===== config.mk =====
export PLATFORM = sky130hd
export DESIGN_NAME = latpf_cordic_chain
export DESIGN_NICKNAME = d
export VERILOG_FILES = /design/src/rtl/core/latpf_pkg.sv /design/src/rtl/core/latpf_cordic_cell.sv /design/src/rtl/core/latpf_cordic_chain.sv
export SDC_FILE = /design/constraint.sdc
export NUM_CORES = 2
export LEC_CHECK = 0
export CORE_MARGIN = 2
export CORE_UTILIZATION = 40
export DETAILED_ROUTE_END_ITERATION = 12
export DONT_BUFFER_PORTS = 1
export PLACE_DENSITY_LB_ADDON = 0.05
export SLEW_MARGIN = 30
export SYNTH_ARGS = -nofsm -noshare
export SYNTH_HDL_FRONTEND = slang
export SYNTH_SLANG_ARGS = --single-unit

===== constraint.sdc =====
create_clock -name clk -period 5.9 [get_ports clk]
set_clock_uncertainty 0.1 [all_clocks]
set_input_delay 0.885 -clock clk [delete_from_list [all_inputs] [get_ports clk]]
set_output_delay 0.885 -clock clk [all_outputs]
set_load 0.02 [all_outputs]

===== src/rtl/core/latpf_pkg.sv =====
// Package for the lidar azimuth and time point filter: payload types, constants, helpers.
package latpf_pkg;

	localparam int COORD_W = 20;
	localparam int TIME_W = 32;
	localparam int CFG_IDX_W = 3;
	localparam int CFG_DATA_W = 40;

	// CORDIC datapath widths: coordinates scaled by 2^16 plus growth, angle in 2^-24 degree
	localparam int CORD_XW = COORD_W + 18;
	localparam int CORD_ZW = 34;
	localparam int YAW_W = 36;

	localparam int NEAR_X_MM = 100;

	localparam int DEF_YAW_FRAC_BITS = 8;
	localparam int DEF_CORDIC_STEPS = 16;
	localparam int DEF_WRAP_COOLDOWN = 1000;

	localparam logic [CFG_IDX_W-1:0] REG_DECIMATION = 3'd0;
	localparam logic [CFG_IDX_W-1:0] REG_BLIND_SQ = 3'd1;
	localparam logic [CFG_IDX_W-1:0] REG_INV_SPIN_RATE = 3'd2;
	localparam logic [CFG_IDX_W-1:0] REG_TIME_LIMIT = 3'd3;
	localparam logic [CFG_IDX_W-1:0] REG_USE_POINT_TIME = 3'd4;

	typedef struct packed {
		logic signed [COORD_W-1:0] x_pos;
		logic signed [COORD_W-1:0] y_pos;
		logic signed [COORD_W-1:0] z_pos;
		logic signed [TIME_W-1:0] point_time;
		logic cloud_last;
	} in_t;

	typedef struct packed {
		logic kept;
		logic signed [COORD_W-1:0] out_x;
		logic signed [COORD_W-1:0] out_y;
		logic signed [COORD_W-1:0] out_z;
		logic signed [TIME_W-1:0] out_time;
		logic cloud_end;
	} out_t;

	typedef struct packed {
		logic signed [CORD_XW-1:0] x;
		logic signed [CORD_XW-1:0] y;
		logic signed [CORD_ZW-1:0] z;
	} cordic_t;

	function automatic logic signed [CORD_ZW-1:0] atan_q24(input logic [4:0] i);
		logic signed [CORD_ZW-1:0] a;
		case (i)
			5'd0: a = 34'sd754974720;
			5'd1: a = 34'sd445687602;
			5'd2: a = 34'sd235489088;
			5'd3: a = 34'sd119537938;
			5'd4: a = 34'sd60000934;
			5'd5: a = 34'sd30029717;
			5'd6: a = 34'sd15018523;
			5'd7: a = 34'sd7509720;
			5'd8: a = 34'sd3754917;
			5'd9: a = 34'sd1877466;
			5'd10: a = 34'sd938734;
			5'd11: a = 34'sd469367;
			5'd12: a = 34'sd234684;
			5'd13: a = 34'sd117342;
			5'd14: a = 34'sd58671;
			5'd15: a = 34'sd29335;
			5'd16: a = 34'sd14668;
			5'd17: a = 34'sd7334;
			5'd18: a = 34'sd3667;
			5'd19: a = 34'sd1833;
			5'd20: a = 34'sd917;
			5'd21: a = 34'sd458;
			5'd22: a = 34'sd229;
			5'd23: a = 34'sd115;
			default: a = '0;
		endcase
		return a;
	endfunction

	function automatic logic signed [31:0] sat32(input logic signed [63:0] v);
		logic signed [31:0] r;
		if (v > 64'sd2147483647) begin
			r = 32'sh7fffffff;
		end else if (v < -64'sd2147483648) begin
			r = 32'sh80000000;
		end else begin
			r = v[31:0];
		end
		return r;
	endfunction

endpackage


===== src/rtl/core/latpf_cordic_cell.sv =====
// One vectoring step of the azimuth CORDIC, registered.
module latpf_cordic_cell #(
	parameter int STEP = 0
) (
	input  logic clk,
	input  logic arst_n,
	input  logic up_valid,
	input  latpf_pkg::cordic_t up,
	output logic dn_valid,
	output latpf_pkg::cordic_t dn
);
	import latpf_pkg::*;

	logic valid_q;
	cordic_t vec_q;
	cordic_t nxt;
	logic signed [CORD_XW-1:0] xs;
	logic signed [CORD_XW-1:0] ys;
	logic signed [CORD_ZW-1:0] ang;

	assign xs = up.x >>> STEP;
	assign ys = up.y >>> STEP;
	assign ang = atan_q24(5'(STEP));

	always_comb begin
		// rotate towards the x axis by the sign of y
		if (!up.y[CORD_XW-1]) begin
			nxt.x = up.x + ys;
			nxt.y = up.y - xs;
			nxt.z = up.z + ang;
		end else begin
			nxt.x = up.x - ys;
			nxt.y = up.y + xs;
			nxt.z = up.z - ang;
		end
	end

	always_ff @(posedge clk or negedge arst_n) begin
		if (!arst_n) begin
			valid_q <= 1'b0;
		end else begin
			valid_q <= up_valid;
		end
	end

	always_ff @(posedge clk) begin
		vec_q <= nxt;
	end

	assign dn_valid = valid_q;
	assign dn = vec_q;

endmodule


===== src/rtl/core/latpf_cordic_chain.sv =====
// Azimuth CORDIC: quadrant pre-rotation followed by a row of vectoring cells.
module latpf_cordic_chain #(
	parameter int CORDIC_STEPS = latpf_pkg::DEF_CORDIC_STEPS
) (
	input  logic clk,
	input  logic arst_n,
	input  logic start,
	input  logic signed [latpf_pkg::COORD_W-1:0] x_pos,
	input  logic signed [latpf_pkg::COORD_W-1:0] y_pos,
	output logic done,
	output logic signed [latpf_pkg::CORD_ZW-1:0] angle
);
	import latpf_pkg::*;

	logic signed [CORD_XW-1:0] xw;
	logic signed [CORD_XW-1:0] yw;
	cordic_t pre;
	cordic_t stage [0:CORDIC_STEPS];
	logic stage_valid [0:CORDIC_STEPS];
	logic pre_valid_q;
	cordic_t pre_q;

	assign xw = CORD_XW'(x_pos) <<< 16;
	assign yw = CORD_XW'(y_pos) <<< 16;

	always_comb begin
		// fold the left half plane into the right one by +-90 degrees
		if (xw[CORD_XW-1]) begin
			if (!yw[CORD_XW-1]) begin
				pre.x = yw;
				pre.y = -xw;
				pre.z = 34'sd1509949440;
			end else begin
				pre.x = -yw;
				pre.y = xw;
				pre.z = -34'sd1509949440;
			end
		end else begin
			pre.x = xw;
			pre.y = yw;
			pre.z = '0;
		end
	end

	always_ff @(posedge clk or negedge arst_n) begin
		if (!arst_n) begin
			pre_valid_q <= 1'b0;
		end else begin
			pre_valid_q <= start;
		end
	end

	always_ff @(posedge clk) begin
		pre_q <= pre;
	end

	assign stage[0] = pre_q;
	assign stage_valid[0] = pre_valid_q;

	for (genvar i = 0; i < CORDIC_STEPS; i++) begin : g_cell
		latpf_cordic_cell #(
			.STEP(i)
		) u_cell (
			.clk(clk),
			.arst_n(arst_n),
			.up_valid(stage_valid[i]),
			.up(stage[i]),
			.dn_valid(stage_valid[i+1]),
			.dn(stage[i+1])
		);
	end

	assign done = stage_valid[CORDIC_STEPS];
	assign angle = stage[CORDIC_STEPS].z;

endmodule


==> key figures <==
Setup path
  • CP max FO: 9
  • R2r setup slk: 0.64 ns
  • R2R depth: 19
  • CP startpoint: g_cell[9].u_cell.dn[87]
  • CP Launch Type: flop
  • CP Class: flop to flop
  • Worst Path Required: 6.54 ns
  • FF-to-FF Start: g_cell[9].u_cell.dn[87]
  • Setup crit end kind: flop
  • Worst EP arrival: about 5.9 ns
  • RR Endpoint: g_cell[10].u_cell.dn[71]

Finish
  • Final Cell Area: approximately 0.12 sq mm
  • Final #Nets: 15,303
  • Post-route insts no fill: 17,724
  • Most frequent cells in the layout: 1,510 x a21oi_1, 1,432 x dfxtp_1, 1,431 x ha_1
  • Layout area overhead: 9.47%
  • Commonest non-fill, non-tap cell in the layout: a21oi_1
  • Layout cell share with drive strength beyond 1: 4.14%

Job
  • Max-cap violation count: 0

Route
  • Drt total wl: 372 mm
  • # DRC: 0
  • DR pass1 iterations: 6
  • Vias per cell: 5.61
  • Initial DRC count: 6,863
  • WL/cell: 21.0 microns
  • Antenna Nets Post-Route: 0
  • Routed vias: 99,432

Synth
  • YS warnings: 0
  • EDFF count, synth: 0
  • Mapped Cells: 13,818
  • Syn Area/Cell: ~8.3 sq um
  • Async S/R FF share, synth: 1.16%
  • Synth Cell Area: 0.114 sq mm
  • Top_reg_cell synth: dfxtp_1
  • Yosys cell types: 112
  • FF+latch count, synth: 1,463
  • Sequential cell area fraction in the yosys report: between 20% and 30%

Global routing
  • First-pass GRT wire length: ~570 mm
  • Vias in the first global route: 94,500
  • Antenna violations before repair: 17
  • Overflow after GRT: 0
  • Pin count of the biggest net entering global routing: 70
  • Total track usage: between 20 and 25%

STA
  • Final worst slack: 0.644 ns
  • Setup TNS: 0 ns
  • Final period utilization: between 80% and 90%
  • Final Max Slew Viols: 0
  • Tmin final: between 5 and 6 ns
  • Unrepaired setup endpoints after global routing: false
  • Worst Max-Slew Pin Slew: 1.11 ns
  • Setup-failing EPs final: 0
  • Fmax: 190 MHz
  • Final Hold Viols: 0
  • Slew headroom: 25.3%

Placement
  • Worst slack, placed: 0.856 ns
  • # port buffers: 0
  • Placer Congestion: 0.924
  • Placed instance area: 0.118 sq mm
  • Final HPWL DP: 304 mm
  • DP Cell Count: 17,364

Clock tree
  • CTS buffer count: 183
  • H-tree depth: 4
  • Clock buffer depth: 4
  • Clock Latency Late Sink: 0.89 ns
  • CTS Root Cell: clkbuf_16
  • Clock transition at the registers of the reported paths: roughly 0.060 ns
  • CTS tree: done
  • Clk sinks: 1,463

Outcome
  • Status: finished, final reports clean

Floorplan
  • Die area: 0.290 sq mm
  • Die H: 538 microns
  • Chip width: around 540 microns
  • I/O Pins: 78
  • Core area: 0.284 sq mm
  • Num rows: around 200
  • Initial core utilization: 40.1%

Worst hold path
  • Worst hold path class: primary input to flop
  • Hold endpoint: pre_q[65]
  • Hold path cells: 1
  • Hold_sp: y_pos[15]
synthesized netlist by cell type (all sizes together) (24+ instances only):
cell	n	area (sq um)
nand3	232	1160
nand4	108	676
a2111oi	45	453
a21o	706	5300
nor3b	44	335
a221oi	36	374
ha	1431	17900
or3	83	519
xor2	671	5880
fa	37	741
a211o	40	350
and4	35	308
inv	590	2210
o21ai	630	3170
xnor2	1224	10700
nor2	1314	4930
a21oi	1512	7570
or4	35	267
mux2i	37	370
o311ai	24	218
dfxtp	1446	28900
nand2	730	2740
and3	150	940
o211ai	58	435
nand3b	27	203
a31oi	174	1100
o21a	192	1440
nor2b	212	1330
o31a	27	236
buf	36	146
clkbuf	244	917
mux2	41	462
o31ai	85	657
o41ai	50	445
or2	49	307
a21boi	44	330
nor4	125	788
and2	102	638
a211oi	105	803
nand2b	192	1200
a31o	27	236
a41oi	37	332
nor3	379	1910
o2111ai	24	210
o21bai	199	1500
cells by family (layout without fill, tap and decap cells):
logic type / after synthesis / count (layout) / share of synthesized area (%)
other: 1 / 25 / 0.00329
and+or+nand+nor: 3871 / 3871 / 16.4
muxes: 78 / 78 / 0.729
adders and majority gates: 1468 / 1468 / 16.3
AOI/OAI and AO/OA: 4168 / 4168 / 23.3
DFF: 1463 / 1463 / 25.7
xor gates and xnor gates: 1895 / 1895 / 14.5
buffers and inverters: 874 / 994 / 2.89
state kept, by name, indices dropped and copies added, names as in the netlist:
signal                  cells
pre_valid_q                 1
g_cell.u_cell.dn_valid     16
g_cell.u_cell.dn         1399
pre_q                      47
critical path: stages (launching register included):
cell      delay (ns)
dfxtp_1         0.35
nor3_1          0.34
nand2_1         0.15
nor4_1          0.47
nand2_1         0.25
nor2_1          0.40
nand2_1         0.17
nor4_1          0.59
o21ai_0         0.22
ha_1            0.45
a21o_1          0.23
a21o_1          0.17
a21oi_1         0.25
nor2b_1         0.08
o21a_1          0.17
o21ai_0         0.14
nand2b_1        0.07
a211oi_1        0.21
o21ai_0         0.14
xor2_1          0.17
final cells by class:
class / count / area (sq um)
inverters: 594 / 2230
diodes: 22 / 55.1
clock inverters: 97 / 1350
clock buffers: 236 / 5180
flip-flops and latches: 1463 / 29400
multi-input cells: 11483 / 81500
well taps: 3762 / 4710
repair buffers: 67 / 510
fillers: 28422 / 160000
per-layer routing:
metal	up-vias	GRT usage (%)	share of wire, %
li1	49687	-	-
met4	4	6.49	2.7
met1	47058	35.9	49
met3	417	2.56	4.3
met2	2266	39.0	44
met5	-	0	0.0056
repair_timing:
action                                 in CTS  in global routing
setup buffers                               0                  0
gates resized for setup                     0                  0
setup endpoints to repair                   0                  0
endpoints found under the hold margin      51                  0
hold buffers                                5                  0
metrics by stage:
step | utilization (%) | hold WS (ns)
2_1_floorplan | - | 0.210
3_3_place_gp | 41.6 | 0.219
3_5_place_dp | 41.6 | 0.216
4_1_cts | 43.9 | 0.000878
5_1_grt | 43.9 | 0.0227
6_report | 43.9 | 0.0771
how the worst max path moves through the flow:
stage | end | slack (ns) | depth (start not counted)
after global routing | g_cell[7].u_cell.dn[109] | 0.35 | 16
after detailed placement | g_cell[10].u_cell.dn[71] | 0.86 | 19
after global placement | g_cell[7].u_cell.dn[71] | 0.84 | 18
final | g_cell[10].u_cell.dn[71] | 0.64 | 19
after floorplan | g_cell[10].u_cell.dn[60] | 1.58 | 14
after CTS | g_cell[10].u_cell.dn[71] | 0.82 | 19
Power is left out: the tool's default activity adds up to more than one toggle a clock period on the data nets, which glitch-free logic cannot reach.
